## src/sv/jlp_pkg.sv

```systemverilog
// Shared types and constants for the joystick line parser.
package jlp_pkg;

    localparam int unsigned LINE_CAPACITY = 49;
    localparam int unsigned COUNT_W = 6;
    localparam int unsigned MAG_W = 16;
    localparam int unsigned LIMIT_W = 15;

    localparam logic [7:0] CHR_NUL   = 8'h00;
    localparam logic [7:0] CHR_TAB   = 8'h09;
    localparam logic [7:0] CHR_LF    = 8'h0A;
    localparam logic [7:0] CHR_CR    = 8'h0D;
    localparam logic [7:0] CHR_SPACE = 8'h20;
    localparam logic [7:0] CHR_PLUS  = 8'h2B;
    localparam logic [7:0] CHR_COMMA = 8'h2C;
    localparam logic [7:0] CHR_MINUS = 8'h2D;
    localparam logic [7:0] CHR_ZERO  = 8'h30;
    localparam logic [7:0] CHR_NINE  = 8'h39;
    localparam logic [7:0] CHR_COLON = 8'h3A;
    localparam logic [7:0] CHR_X     = 8'h58;
    localparam logic [7:0] CHR_Y     = 8'h59;

    localparam logic [LIMIT_W-1:0] CLAMP_RESET = LIMIT_W'(100);

    typedef enum logic [1:0] {
        PH_IDLE   = 2'd0,
        PH_LEAD   = 2'd1,
        PH_DIGITS = 2'd2,
        PH_DONE   = 2'd3
    } phase_t;

    typedef struct packed {
        phase_t             phase;
        logic               negative;
        logic [MAG_W-1:0]   magnitude;
    } num_state_t;

    typedef struct packed {
        logic               hit;
        logic               x_negative;
        logic [MAG_W-1:0]   x_magnitude;
        logic               y_negative;
        logic [MAG_W-1:0]   y_magnitude;
    } line_result_t;

    function automatic logic [MAG_W-1:0] clamp_axis(
        input logic               negative,
        input logic [MAG_W-1:0]   magnitude,
        input logic [LIMIT_W-1:0] limit
    );
        logic [MAG_W-1:0] lim_ext;
        logic [MAG_W-1:0] m;
        lim_ext = {1'b0, limit};
        m = (magnitude > lim_ext) ? lim_ext : magnitude;
        return negative ? (~m + MAG_W'(1)) : m;
    endfunction

endpackage

```

## src/sv/jlp_num_unit.sv

```systemverilog
// Decimal number accumulator step: whitespace, sign, saturating digits.
module jlp_num_unit (
    input  logic [7:0]          rx_byte,
    input  jlp_pkg::num_state_t cur,
    output jlp_pkg::num_state_t nxt
);

    logic                        is_digit;
    logic                        is_blank;
    logic                        is_sign;
    logic [jlp_pkg::MAG_W+3:0]   acc;
    logic [jlp_pkg::MAG_W-1:0]   sat;

    assign is_digit = (rx_byte >= jlp_pkg::CHR_ZERO) && (rx_byte <= jlp_pkg::CHR_NINE);
    assign is_blank = (rx_byte == jlp_pkg::CHR_SPACE) ||
                      ((rx_byte >= jlp_pkg::CHR_TAB) && (rx_byte <= jlp_pkg::CHR_CR));
    assign is_sign  = (rx_byte == jlp_pkg::CHR_PLUS) || (rx_byte == jlp_pkg::CHR_MINUS);

    assign acc = ({4'b0, cur.magnitude} * (jlp_pkg::MAG_W + 4)'(10)) +
                 (jlp_pkg::MAG_W + 4)'(rx_byte - jlp_pkg::CHR_ZERO);
    assign sat = (acc[jlp_pkg::MAG_W+3:jlp_pkg::MAG_W] != 4'b0) ?
                 {jlp_pkg::MAG_W{1'b1}} : acc[jlp_pkg::MAG_W-1:0];

    always_comb begin
        nxt = cur;
        case (cur.phase)
            jlp_pkg::PH_LEAD: begin
                if (is_blank) begin
                    nxt = cur;
                end else if (is_sign) begin
                    nxt.negative = (rx_byte == jlp_pkg::CHR_MINUS);
                    nxt.phase    = jlp_pkg::PH_DIGITS;
                end else if (is_digit) begin
                    nxt.magnitude = sat;
                    nxt.phase     = jlp_pkg::PH_DIGITS;
                end else begin
                    nxt.phase = jlp_pkg::PH_DONE;
                end
            end
            jlp_pkg::PH_DIGITS: begin
                if (is_digit) begin
                    nxt.magnitude = sat;
                end else begin
                    nxt.phase = jlp_pkg::PH_DONE;
                end
            end
            default: begin
                nxt = cur;
            end
        endcase
    end

endmodule

```

## src/sv/jlp_line_core.sv

```systemverilog
// Line state: byte count, marker and order flags, and both axis accumulators.
module jlp_line_core (
    input  logic                   aclk,
    input  logic                   aresetn,
    input  logic                   step_en,
    input  logic [7:0]             rx_byte,
    output jlp_pkg::line_result_t  result
);

    localparam logic [jlp_pkg::COUNT_W-1:0] CAP =
        jlp_pkg::COUNT_W'(jlp_pkg::LINE_CAPACITY);
    localparam jlp_pkg::num_state_t NUM_CLEAR = '{
        phase: jlp_pkg::PH_IDLE, negative: 1'b0, magnitude: '0};

    logic [jlp_pkg::COUNT_W-1:0] count_reg, count_next;
    logic [7:0]                  prev_reg, prev_next;
    logic                        ended_reg, ended_next;
    logic                        x_seen_reg, x_seen_next;
    logic                        comma_reg, comma_next;
    logic                        y_seen_reg, y_seen_next;
    logic                        fail_reg, fail_next;
    jlp_pkg::num_state_t         x_num_reg, x_num_next;
    jlp_pkg::num_state_t         y_num_reg, y_num_next;
    jlp_pkg::num_state_t         x_step, y_step;
    logic                        is_eol;

    jlp_num_unit u_x_num (
        .rx_byte (rx_byte),
        .cur     (x_num_reg),
        .nxt     (x_step)
    );

    jlp_num_unit u_y_num (
        .rx_byte (rx_byte),
        .cur     (y_num_reg),
        .nxt     (y_step)
    );

    assign is_eol = (rx_byte == jlp_pkg::CHR_LF) || (rx_byte == jlp_pkg::CHR_CR);

    assign result.hit         = step_en && is_eol && (count_reg != '0) &&
                                x_seen_reg && y_seen_reg && !fail_reg;
    assign result.x_negative  = x_num_reg.negative;
    assign result.x_magnitude = x_num_reg.magnitude;
    assign result.y_negative  = y_num_reg.negative;
    assign result.y_magnitude = y_num_reg.magnitude;

    always_comb begin
        count_next  = count_reg;
        prev_next   = prev_reg;
        ended_next  = ended_reg;
        x_seen_next = x_seen_reg;
        comma_next  = comma_reg;
        y_seen_next = y_seen_reg;
        fail_next   = fail_reg;
        x_num_next  = x_num_reg;
        y_num_next  = y_num_reg;
        if (is_eol) begin
            count_next  = '0;
            prev_next   = '0;
            ended_next  = 1'b0;
            x_seen_next = 1'b0;
            comma_next  = 1'b0;
            y_seen_next = 1'b0;
            fail_next   = 1'b0;
            x_num_next  = NUM_CLEAR;
            y_num_next  = NUM_CLEAR;
        end else if (count_reg < CAP) begin
            count_next = count_reg + jlp_pkg::COUNT_W'(1);
            if (ended_reg) begin
                ended_next = 1'b1;
            end else if (rx_byte == jlp_pkg::CHR_NUL) begin
                ended_next = 1'b1;
            end else begin
                x_num_next = x_step;
                y_num_next = y_step;
                if (x_seen_reg && (rx_byte == jlp_pkg::CHR_COMMA)) begin
                    comma_next = 1'b1;
                end
                if (rx_byte == jlp_pkg::CHR_COLON) begin
                    if ((prev_reg == jlp_pkg::CHR_X) && !x_seen_reg) begin
                        x_seen_next      = 1'b1;
                        x_num_next.phase = jlp_pkg::PH_LEAD;
                    end else if ((prev_reg == jlp_pkg::CHR_Y) && !y_seen_reg) begin
                        y_seen_next      = 1'b1;
                        fail_next        = fail_reg || !comma_reg;
                        y_num_next.phase = jlp_pkg::PH_LEAD;
                    end
                end
                prev_next = rx_byte;
            end
        end
    end

    always_ff @(posedge aclk) begin
        if (!aresetn) begin
            count_reg  <= '0;
            prev_reg   <= '0;
            ended_reg  <= 1'b0;
            x_seen_reg <= 1'b0;
            comma_reg  <= 1'b0;
            y_seen_reg <= 1'b0;
            fail_reg   <= 1'b0;
            x_num_reg  <= NUM_CLEAR;
            y_num_reg  <= NUM_CLEAR;
        end else if (step_en) begin
            count_reg  <= count_next;
            prev_reg   <= prev_next;
            ended_reg  <= ended_next;
            x_seen_reg <= x_seen_next;
            comma_reg  <= comma_next;
            y_seen_reg <= y_seen_next;
            fail_reg   <= fail_next;
            x_num_reg  <= x_num_next;
            y_num_reg  <= y_num_next;
        end
    end

endmodule

```

## src/sv/joystick_line_parser_unit.sv

```systemverilog
// Joystick line parser top level: input register, line core, clamp and result register.
//
// Usage:
//   s_valid/s_ready/s_rx_byte carry received serial bytes, one item per byte.
//   m_valid/m_ready/m_axis_x/m_axis_y carry one item per accepted text line:
//   the X and Y values, clamped to +/- clamp_limit, in two's complement.
//   cfg_valid/cfg_ready/cfg_clamp_limit write the clamp limit; cfg_ready is
//   always high. Write it only while the block is idle.
// Path: a byte sits in the input register and is parsed into the line state
//   when it advances; the line-ending byte that completes a valid line has
//   its result registered in the result register, which drives m_*.
// Throughput: one byte per cycle while no result waits with m_ready low; the next
//   line state is computed combinationally from the input register.
// Reset: clears the line state, empties both registers and sets the clamp
//   limit to 100.
// Stall: while a result waits with m_ready low, the input register holds its
//   byte, whatever it is, and once it holds one s_ready stays low until the result is taken.
module joystick_line_parser_unit (
    input  logic                         aclk,
    input  logic                         aresetn,
    input  logic                         s_valid,
    output logic                         s_ready,
    input  logic [7:0]                   s_rx_byte,
    output logic                         m_valid,
    input  logic                         m_ready,
    output logic signed [jlp_pkg::MAG_W-1:0] m_axis_x,
    output logic signed [jlp_pkg::MAG_W-1:0] m_axis_y,
    input  logic                         cfg_valid,
    output logic                         cfg_ready,
    input  logic [jlp_pkg::LIMIT_W-1:0]  cfg_clamp_limit
);

    logic                         in_valid_reg;
    logic [7:0]                   in_byte_reg;
    logic                         out_valid_reg;
    logic [jlp_pkg::MAG_W-1:0]    out_x_reg;
    logic [jlp_pkg::MAG_W-1:0]    out_y_reg;
    logic [jlp_pkg::LIMIT_W-1:0]  limit_reg;
    logic                         advance;
    jlp_pkg::line_result_t        result;

    assign advance   = in_valid_reg && (!out_valid_reg || m_ready);
    assign s_ready   = !in_valid_reg || advance;
    assign cfg_ready = 1'b1;

    jlp_line_core u_core (
        .aclk    (aclk),
        .aresetn (aresetn),
        .step_en (advance),
        .rx_byte (in_byte_reg),
        .result  (result)
    );

    always_ff @(posedge aclk) begin
        if (!aresetn) begin
            in_valid_reg  <= 1'b0;
            out_valid_reg <= 1'b0;
            limit_reg     <= jlp_pkg::CLAMP_RESET;
        end else begin
            if (s_valid && s_ready) begin
                in_valid_reg <= 1'b1;
            end else if (advance) begin
                in_valid_reg <= 1'b0;
            end
            if (result.hit) begin
                out_valid_reg <= 1'b1;
            end else if (m_ready) begin
                out_valid_reg <= 1'b0;
            end
            if (cfg_valid) begin
                limit_reg <= cfg_clamp_limit;
            end
        end
    end

    always_ff @(posedge aclk) begin
        if (s_valid && s_ready) begin
            in_byte_reg <= s_rx_byte;
        end
        if (result.hit) begin
            out_x_reg <= jlp_pkg::clamp_axis(result.x_negative, result.x_magnitude, limit_reg);
            out_y_reg <= jlp_pkg::clamp_axis(result.y_negative, result.y_magnitude, limit_reg);
        end
    end

    assign m_valid  = out_valid_reg;
    assign m_axis_x = out_x_reg;
    assign m_axis_y = out_y_reg;

endmodule

```

## config.mk

```make
export PLATFORM = sky130hd
export DESIGN_NAME = joystick_line_parser_unit
export DESIGN_NICKNAME = d
export VERILOG_FILES = /design/src/sv/jlp_pkg.sv /design/src/sv/jlp_num_unit.sv /design/src/sv/jlp_line_core.sv /design/src/sv/joystick_line_parser_unit.sv
export SDC_FILE = /design/constraint.sdc
export NUM_CORES = 1
export LEC_CHECK = 0
export ABC_AREA = 1
export BUFFER_PORTS_ARGS = -buffer_cell sky130_fd_sc_hd__buf_4
export CAP_MARGIN = 20
export CORE_AREA = 2 2 158 160
export CTS_BUF_LIST = sky130_fd_sc_hd__clkbuf_8
export DETAILED_ROUTE_END_ITERATION = 12
export DIE_AREA = 0 0 160 162
export GPL_ROUTABILITY_DRIVEN = 0
export GPL_TIMING_DRIVEN = 0
export SLEW_MARGIN = 20
export SYNTH_ARGS = -nofsm -noshare
export SYNTH_HDL_FRONTEND = slang
export SYNTH_SLANG_ARGS = --single-unit
```

## constraint.sdc

```tcl
create_clock -name aclk -period 5 [get_ports aclk]
set_input_delay 0.25 -clock aclk [delete_from_list [all_inputs] [get_ports aclk]]
set_output_delay 0.25 -clock aclk [all_outputs]
set_load 0.01 [all_outputs]
```

==> flow_summary.yaml, run 1 <==
logic_synthesis:
  synth-simple-area-share_pct: 31.26
  synth_top_flop_cell: "dfxtp_1"
  ys_ff_latch: 114
  synth_xor_xnor_area_share_pct: 4.834
  synthArstFlopShare_pct: 0
  synthAdderAreaFrac_pct: 16.67
  synth_compound_area_share_pct: 13.88
  syn_area_um2: 10690
  synth_area_leaders: "ha_1 16%, nand2_1 15%, dfxtp_1 14%"
  synth_top_cell_by_area: "ha_1"
  yosysWarnings: 0
  syn_nets: 1762
  netlist_instances: 1594
  synth_top_area_share_pct: 15.92
  synth_top_family_by_area: "simple AND/OR/NAND/NOR gates"
  seq_area_frac_synth_pct: 25.09
  synth_edf_count: 40
  syn_area_per_cell_um2: 6.707
  synth_mux_area_share_pct: 0
  netlist-cell-type-count: 47
floorplanning:
  start_util_pct: 44.35
  num_rows: 57
  io_pins: 63
  die_w_um: 160
  die_h_um: 162
  dieArea_um2: 25920
  core_um2: 24110
drt:
  first_pass_iters: 5
  drtIter0Drc: 653
  vias: 10370
  routed_wl_mm: 29.45
  via_per_inst: 5.137
  routedWlPerCell_um: 14.58
  drc: 0
  ant_nets: 0
placement:
  dpl.cell_count: 1979
  dpl_worst_slack_ps: 185.2
  hpwl_mm: 23.88
  portBuffers: 60
sta:
  final-max-slew-violation-count: 0
  fin_crit_ps: 4506
  setup_tns_ps: 0
  final.setup.worst_slack_ps: 494.5
  setup_viol: 0
  hold_violations: 0
  fmax_ghz: 0.2219
  slew_headroom_pct: 39.43
  finalCritPeriodShare_pct: 90.11
  finClkSkew_ps: 14.49
  worst_pin_slew_ps: 908.5
  rsz0062_at_grt: "false"
layout:
  instances_no_fill: 2019
  largest_reg_flops: 34
  mostFrequentLayoutCell: "nand2_1"
  fillers: 2557
  final_cell_mix: "437 x nand2_1, 188 x inv_1, 159 x a21oi_1"
  areaGrowthSynthToFinish_pct: 12.75
  drive_gt1_share_pct: 8.319
  layout.nets: 1850
  antenna_cells: 0
critical_path:
  reg2reg_slack_ps: 490
  crit_path_max_fanout: 10
  critPathLaunchType: "flip-flop"
  cpPeakStageDelay_ps: 410
  arrival_ps: 4800
  worst_setup_path_end_kind: "flip-flop"
  slowest_stage: "ha_1"
  cp_num_buf_inv: 2
  crit_type: "reg2reg"
  cpMostUsedCell: "nand2_1"
  crit_family: "simple AND/OR/NAND/NOR gates"
  required_ps: 5300
job:
  max_cap_viol_count: 0
worst_hold_path:
  hp-class: "in2reg"
cts:
  clock_latency_ps: 460
  tritoncts: "done"
  clock-sinks: 114
  clk_pin_slew_ps: 70
  cts_buffer_depth: 2
  cts_buffers: 17
  post_cts_buffers: 0
  root_buffer: "clkbuf_8"
  ctsHtreeMaxLevel: 4
global_routing:
  grt_pass1_wl_mm: 48.05
  grt_max_degree: 31
  antenna_found_initial: 0
  overflow: 0
  grt_use_total_pct: 23.05
  grt_pass1_vias: 9320
power_and_ir_drop:
  cellPowerDensity_nw_per_um2: 172.1
  peakVddDrop_uv: 142.7
  cellLeakagePower_nw: 6.000
run_status:
  status: "completed"
## worst paths after layout
path                                    from                               to  depth (start not counted)
max reg2reg   u_core.result[20]$_SDFFE_PN0P_   u_core.result[30]$_SDFFE_PN0P_                         25
min reg2reg  u_core.prev_reg[4]$_SDFFE_PN0P_  u_core.prev_reg[4]$_SDFFE_PN0P_                          2
max           u_core.result[20]$_SDFFE_PN0P_   u_core.result[30]$_SDFFE_PN0P_                         25
min                       cfg_clamp_limit[6]        limit_reg[6]$_SDFFE_PN1P_                          3
## Yosys cell counts (2+ instances only)
library cell  number
nand2_1          437
inv_1            185
a21oi_1          159
ha_1             136
nor2_1           128
nand3_1          117
dfxtp_1           74
o21ai_0           70
edfxtp_1          40
xor2_1            36
nand4_1           29
clkbuf_1          24
xnor2_1           23
nor3_1            18
nor3b_1           16
or2_2              9
a31oi_1            8
o21bai_1           8
a21o_1             7
buf_2              7
inv_2              5
nand3b_1           5
o21ai_1            5
fa_1               4
nor2_2             4
o21a_1             4
and2_1             3
buf_4              3
nand2_2            3
nand2_4            3
o211ai_1           3
o21ai_2            3
and3_1             2
clkinv_1           2
nand3_2            2
## layout make-up
cell class	instances	area (um2)	share of cell area [%]
Clock buffer	18	247.7	2.055
Sequential cell	114	2683	22.26
Multi-Input combinational cell	1253	7157	59.38
Timing Repair Buffer	69	550.5	4.568
Buffer	35	163.9	1.360
Clock inverter	14	125.1	1.038
Tap cell	324	405.4	3.363
Inverter	192	720.7	5.979
## routing by layer
| layer | GRT usage (%) | vias up | routed length (um) | part of all wire [%] |
|---|---|---|---|---|
| li1 | - | 5468 | - | - |
| met1 | 33.11 | 4651 | 14990 | 51 |
| met2 | 36.66 | 217 | 12840 | 44 |
| met3 | 3.141 | 35 | 1102 | 3.7 |
| met4 | 5.651 | 0 | 517 | 1.8 |
| met5 | 0 | - | 0 | 0 |
## cells by family after synthesis
| group | Yosys count |
|---|---|
| simple gates | 778 |
| compound gates | 275 |
| buf+inv | 227 |
| fa+ha+maj | 140 |
| flops | 114 |
| xor+xnor | 59 |
| other cells | 1 |
## worst min-delay path: stages
cell	delay, ps
buf_4	80
a21oi_1	50
o21ai_0	50
## where the power goes
| part | total, mW | internal [mW] | switching (mW) | leakage [nW] |
|---|---|---|---|---|
| logic | 0.243 | 0.0798 | 0.163 | 4.89 |
| clock network | 0.845 | 0.444 | 0.401 | 0.202 |
| registers | 0.986 | 0.971 | 0.0151 | 0.907 |
| total | 2.07 | 1.50 | 0.580 | 6.00 |
## per-stage QoR
stage	cell area (um2)	power, mW	util (%)	hold slack, ps
after floorplan	10690	1.158	-	348.9
after detailed placement	11580	1.243	48.04	429.3
after CTS	12030	2.082	49.92	4.951
final	12050	2.075	50.00	18.35
after global routing	12050	2.158	50.00	11.42
after global placement	11550	1.239	47.90	428.3
## repair_timing
| item | in CTS | in global routing |
|---|---|---|
| endpoints found under the setup margin | 0 | 27 |
| gates resized for setup | 0 | 13 |
| endpoints found under the hold margin | 8 | 0 |
| hold buffers | 8 | 0 |
(Power assumes the default switching activity.)
==> run 2, diff against run 1 <==
==> constraint.sdc (replaced) <==
create_clock -name aclk -period 4.9 [get_ports aclk]
set_input_delay 0.245 -clock aclk [delete_from_list [all_inputs] [get_ports aclk]]
set_output_delay 0.245 -clock aclk [all_outputs]
set_load 0.01 [all_outputs]
==> run 2 against run 1 <==
  * Cell count about the same
  * Die area is the same
  * Combinational power increased by 2%
  * Sequential power about the same
  * Hold slack worse by 1.6 ps
  * Count of clock-buffer cells in the layout unchanged
  * Register-to-register slack worse by 40 ps
  * Non-clock buffer count grew 1
  * Largest power group unchanged
==> flow_summary.yaml, run 2 (same netlist as run 1, synthesis figures left out) <==
layout:
  areaGrowthSynthToFinish_pct: 12.96
  post-route-cell-area_um2: 12080
  utilization_pct: 50.09
  layout.nets: 1851
  final_cell_mix: "437 x nand2_1, 188 x inv_1, 159 x a21oi_1"
  antenna_cells: 0
  largest_reg_flops: 34
  fillers: 2554
  drive_gt1_share_pct: 8.432
  mostFrequentLayoutCell: "nand2_1"
drt:
  routedWlPerCell_um: 14.57
  routed_wl_mm: 29.42
  ant_nets: 0
  drtIter0Drc: 650
  routedLengthMet1_mm: 14.92
  first_pass_iters: 5
  routed.top_layer: "met4"
  wl_met3_mm: 1.123
  via_per_inst: 5.130
  routed-wl-met2_mm: 12.88
  drc: 0
  vias: 10360
global_routing:
  overflow: 0
  grt_max_degree: 31
  grt_pass1_vias: 9323
  grt_pass1_wl_mm: 48.08
  antenna_found_initial: 0
  grt_use_total_pct: 23.06
sta:
  final.setup.worst_slack_ps: 457.0
  rsz0062_at_grt: "false"
  setup_viol: 0
  final-max-slew-violation-count: 0
  hold_violations: 0
  worst_pin_slew_ps: 899.7
  slew_headroom_pct: 40.02
  setup_tns_ps: 0
  fmax_ghz: 0.2251
  finalCritPeriodShare_pct: 90.67
  finClkSkew_ps: 14.73
  fin_crit_ps: 4443
cts:
  clock-sinks: 114
  cts_buffer_depth: 2
  tritoncts: "done"
  post_cts_buffers: 0
  clk_pin_slew_ps: 70
  cts_buffers: 17
  ctsHtreeMaxLevel: 4
  clock_latency_ps: 460
  root_buffer: "clkbuf_8"
critical_path:
  cpMostUsedCell: "nand2_1"
  critPathLaunchType: "flip-flop"
  rr_endpoint: "u_core.result[30]$_SDFFE_PN0P_"
  rr_worst_depth: 25
  reg2reg_slack_ps: 460
  slowest_stage: "fa_1"
  cpPeakStageDelay_ps: 410
  crit_path_max_fanout: 10
  required_ps: 5200
  worst_setup_path_end_kind: "flip-flop"
  arrival_ps: 4740
  crit_type: "reg2reg"
  worstReg2RegStart: "u_core.result[20]$_SDFFE_PN0P_"
worst_hold_path:
  whs_endpoint: "limit_reg[2]$_SDFFE_PN1P_"
  min_path_cells: 3
  hp-class: "in2reg"
  hp-start: "cfg_clamp_limit[2]"
floorplanning:
  num_rows: 57
  dieArea_um2: 25920
  io_pins: 63
  die_w_um: 160
  core_um2: 24110
  die_h_um: 162
  start_util_pct: 44.35
run_status:
  status: "completed"
placement:
  portBuffers: 60
  dpl_worst_slack_ps: 85.17
  hpwl_mm: 23.88
  dpl_cell_area_um2: 11580
power_and_ir_drop:
  cellLeakagePower_nw: 6.008
  cellPowerDensity_nw_per_um2: 175.6
  peakVddDrop_uv: 145.4
job:
  max_cap_viol_count: 0
==> run 2: worst max path at each step <==
stage                                               from                             end  slack, ps  cells past startpoint
after global placement    u_core.result[20]$_SDFFE_PN0P_  u_core.result[29]$_SDFFE_PN0P_         90                     25
after floorplan           u_core.result[20]$_SDFFE_PN0P_  u_core.result[22]$_SDFFE_PN0P_        940                     25
after global routing       u_core.result[3]$_SDFFE_PN0P_   u_core.result[4]$_SDFFE_PN0P_         30                     23
after detailed placement  u_core.result[20]$_SDFFE_PN0P_  u_core.result[26]$_SDFFE_PN0P_         90                     25
after CTS                 u_core.result[20]$_SDFFE_PN0P_  u_core.result[26]$_SDFFE_PN0P_         80                     25
final                     u_core.result[20]$_SDFFE_PN0P_  u_core.result[30]$_SDFFE_PN0P_        460                     25
==> run 2: cell type report <==
class / instances / area [um2] / area share (%)
buffer: 35 / 166.4 / 1.378
clock buffer: 18 / 247.7 / 2.052
clock inverter: 14 / 125.1 / 1.036
inverter: 192 / 720.7 / 5.968
multi-input combinational: 1253 / 7167 / 59.35
sequential: 114 / 2683 / 22.22
tap: 324 / 405.4 / 3.357
timing repair buffer: 70 / 560.5 / 4.642
==> run 2: per-stage QoR <==
stage | power, mW | instances | hold WS, ps
final | 2.120 | 2020 | 16.71
after global routing | 2.203 | 2020 | 7.171
after CTS | 2.125 | 2020 | 2.604
after detailed placement | 1.268 | 1979 | 424.3
after global placement | 1.265 | 1978 | 423.3
after floorplan | 1.181 | 1594 | 343.9
==> run 2: what timing repair did <==
| action | in CTS | in global routing |
|---|---|---|
| hold endpoints to repair | 9 | 0 |
| setup endpoints to repair | 0 | 32 |
| hold buffers | 9 | 0 |
| resized for setup | 0 | 17 |
==> run 2: report_power, final <==
part	total [mW]	internal (mW)	switching, mW
logic	0.249	0.0821	0.167
clock network	0.865	0.453	0.411
registers	1.01	0.991	0.0155
==> run 2: routing by layer <==
layer,vias to the layer above,GRT usage [%]
met3,29,3.141
met1,4660,33.13
met4,0,5.651
met5,-,0
li1,5472,-
met2,202,36.68
==> run 2: critical path, delay by kind of cell, from the launching register on <==
| family | cells | cell delay [ps] |
|---|---|---|
| fa+ha+maj | 4 | 1290 |
| simple gates | 13 | 1410 |
| xor+xnor | 1 | 150 |
| flops | 1 | 400 |
| buf+inv | 2 | 310 |
| compound gates | 5 | 700 |
==> run 3, diff against run 2 <==
--- a/config.mk
+++ b/config.mk
@@ -5,13 +5,13 @@
 export SDC_FILE = /design/constraint.sdc
 export NUM_CORES = 1
 export LEC_CHECK = 0
-export ABC_AREA = 1
+export ABC_AREA = 0
 export BUFFER_PORTS_ARGS = -buffer_cell sky130_fd_sc_hd__buf_4
 export CAP_MARGIN = 20
-export CORE_AREA = 2 2 158 160
+export CORE_AREA = 2 2 155 157
 export CTS_BUF_LIST = sky130_fd_sc_hd__clkbuf_8
 export DETAILED_ROUTE_END_ITERATION = 12
-export DIE_AREA = 0 0 160 162
+export DIE_AREA = 0 0 157 159
 export GPL_ROUTABILITY_DRIVEN = 0
 export GPL_TIMING_DRIVEN = 0
 export SLEW_MARGIN = 20
==> run 3 against run 2 <==
  * Cell count decreased by 18%
  * Register-to-register slack lost 260 ps
  * Setup slack worse by 260 ps
  * Count of clock-buffer cells in the layout decreased by 1
  * Via count is 9.3% lower
  * First-iteration DRC count increased by 3.5%
  * Fmax down 5.5%
  * Synthesized area down 3.5%
  * Combinational power is 28% higher
==> flow_summary.yaml, run 3 <==
critical_path:
  crit_path_max_fanout: 6
  worst_setup_path_end_kind: "flip-flop"
  critPathLaunchType: "flip-flop"
  required_ps: 5250
  reg2reg_slack_ps: 200
  arrival_ps: 5050
  rr_worst_depth: 23
  cp-endpoint: "u_core.result[20]$_SDFFE_PN0P_"
  crit_path_start: "u_core.result[20]$_SDFFE_PN0P_"
  worstReg2RegStart: "u_core.result[20]$_SDFFE_PN0P_"
  crit_type: "reg2reg"
  rr_endpoint: "u_core.result[20]$_SDFFE_PN0P_"
logic_synthesis:
  netlist_instances: 1216
  synth_compound_area_share_pct: 21.40
  synth_mux_area_share_pct: 5.592
  synth_area_leaders: "ha_1 16%, dfxtp_1 14%, edfxtp_1 12%"
  synthAdderAreaFrac_pct: 17.27
  seq_area_frac_synth_pct: 26.01
  yosysWarnings: 0
  syn_nets: 1384
  synth_common_cells: "136 x ha_1, 109 x nor2_1, 94 x nand2_1"
  synth_xor_xnor_area_share_pct: 6.672
  syn_area_per_cell_um2: 8.483
  synth_top_area_share_pct: 16.50
  synth_edf_count: 40
  synth-simple-area-share_pct: 18.74
  synth_top_flop_cell: "dfxtp_1"
  syn_area_um2: 10310
  synthArstFlopShare_pct: 0
  synth_top_family_by_area: "compound AO/OA/AOI/OAI gates"
  synth_top_cell_by_area: "ha_1"
  netlist-cell-type-count: 81
  ys_ff_latch: 114
  yosysMostFrequentCell: "ha_1"
layout:
  utilization_pct: 51.95
  antenna_cells: 0
  largest_reg_flops: 34
  mostFrequentLayoutCell: "ha_1"
  final_cell_mix: "133 x ha_1, 108 x nor2_1, 93 x nand2_1"
  layout.nets: 1493
  drive_gt1_share_pct: 15.55
  areaGrowthSynthToFinish_pct: 16.80
drt:
  drc: 0
  first_pass_iters: 5
  vias: 9398
  routed_wl_mm: 28.57
  via_per_inst: 5.672
  drtIter0Drc: 673
  ant_nets: 0
  routedWlPerCell_um: 17.24
global_routing:
  overflow: 0
  antenna_found_initial: 0
  grt_pass1_vias: 8562
  grt_pass1_wl_mm: 45.03
  grt_max_degree: 20
  grt_use_total_pct: 22.60
cts:
  root_buffer: "clkbuf_8"
  cts_buffers: 17
  clock-sinks: 114
  cts_buffer_depth: 2
  tritoncts: "done"
  clock_latency_ps: 460
  ctsHtreeMaxLevel: 4
  clk_pin_slew_ps: 90
floorplanning:
  dieArea_um2: 24960
  die_h_um: 159
  io_pins: 63
  start_util_pct: 44.48
  num_rows: 56
  die_w_um: 157
  core_um2: 23190
power_and_ir_drop:
  peakVddDrop_uv: 137.1
  power_switching_share_pct: 31.08
  intPower_mw: 1.470
  power_frac_seq_pct: 47.8
  cellLeakagePower_nw: 5.253
  combPwrFrac_pct: 14.9
  cellPowerDensity_nw_per_um2: 177.0
  p_switching_uw: 662.7
  power_frac_clock_pct: 37.3
worst_hold_path:
  hp-start: "s_valid"
  hp-class: "in2reg"
run_status:
  status: "completed"
placement:
  hpwl_mm: 22.20
  portBuffers: 59
sta:
  fin_crit_ps: 4701
  finClkSkew_ps: 16.16
  worst_pin_slew_ps: 815.0
  setup_viol: 0
  finalCritPeriodShare_pct: 95.94
  hold_violations: 0
  slew_headroom_pct: 45.66
  setup_tns_ps: 0
  final-max-slew-violation-count: 0
  fmax_ghz: 0.2127
job:
  max_cap_viol_count: 0
-- run 3: cell count changes after synthesis, sizes merged, moves of 24 or more --
cell,change
mux2i,+43
a21o,+26
nand3,-85
inv,-125
a211oi,+29
nor2,-24
nor2b,+34
a21oi,-74
nand2,-349
-- run 3: kinds of logic after synthesis --
group | count (synthesis)
AOI/OAI and AO/OA | 335
xor gates and xnor gates | 77
adders and majority gates | 140
buffers and inverters | 106
DFF | 114
muxes | 51
other | 1
and+or+nand+nor | 392
-- run 3: repair_timing --
item | CTS | global route
setup buffers | 5 | 13
gates resized for setup | 22 | 69
cloned | 1 | 1
hold buffers | 8 | 0
pin swaps | 5 | 23
endpoints found under the hold margin | 8 | 0
setup endpoints to repair | 36 | 40
-- run 3: routing by layer --
layer  wire length (um)  global-route usage, %  vias up
li1                   -                      -     4705
met1              13850                  32.67     4425
met5                  0                      0        -
met4                518                  5.796        0
met3               1445                  3.593       27
met2              12760                  35.01      241
-- run 3: per-stage QoR --
step | total power [mW] | hold slack, ps | cell area, um2 | setup slack [ps] | cells
2_1_floorplan | 1.236 | 343.9 | 10320 | 31.39 | 1216
3_3_place_gp | 1.333 | 423.7 | 11160 | -1875 | 1594
3_5_place_dp | 1.338 | 424.6 | 11220 | -709.3 | 1599
4_1_cts | 2.135 | 15.14 | 11730 | 20.14 | 1644
5_1_grt | 2.225 | 21.97 | 12050 | -60.64 | 1657
6_report | 2.133 | 28.10 | 12050 | 198.7 | 1657
-- run 3: layout make-up --
cell class	count	area (um2)
well taps	319	399.1
inverters	65	244.0
fillers	2225	11140
flip-flops and latches	114	2714
clock buffers	17	234.0
plain buffers	39	225.2
clock inverters	15	112.6
multi-input cells	996	7397
repair buffers	92	721.9
-- run 3: worst min path at each step --
stage,to,cells past startpoint
floorplan,in_byte_reg[0]$_DFFE_PP_,0
finish,in_valid_reg$_SDFFE_PN0P_,3
global route,limit_reg[5]$_SDFFE_PN1P_,3
detailed placement,in_byte_reg[0]$_DFFE_PP_,1
global placement,in_byte_reg[4]$_DFFE_PP_,1
CTS,in_valid_reg$_SDFFE_PN0P_,3
-- run 3: worst max-delay path, stage by stage, from the launching register on --
cell and delay [ps]:
dfxtp_4 370, ha_1 280, ha_2 170, inv_1 60
fa_2 380, nor2b_2 130, o21ai_2 80, a21boi_2 190
o21ai_2 100, a21oi_2 180, nor2_1 80, xnor2_1 130
ha_1 390, and4_4 280, nand2_2 70, or4_4 520
nand4_1 140, a21o_1 150, a21o_1 110, nand4_1 120
buf_6 160, buf_4 160, o311ai_4 260, nand2_1 70
-- run 3: power groups by stage --
stage	clock [mW]	combinational, mW	sequential, mW
2_1_floorplan	0	0.206	1.03
4_1_cts	0.807	0.306	1.02
3_5_place_dp	0	0.295	1.04
5_1_grt	0.854	0.349	1.02
3_3_place_gp	0	0.290	1.04
6_report	0.796	0.318	1.02
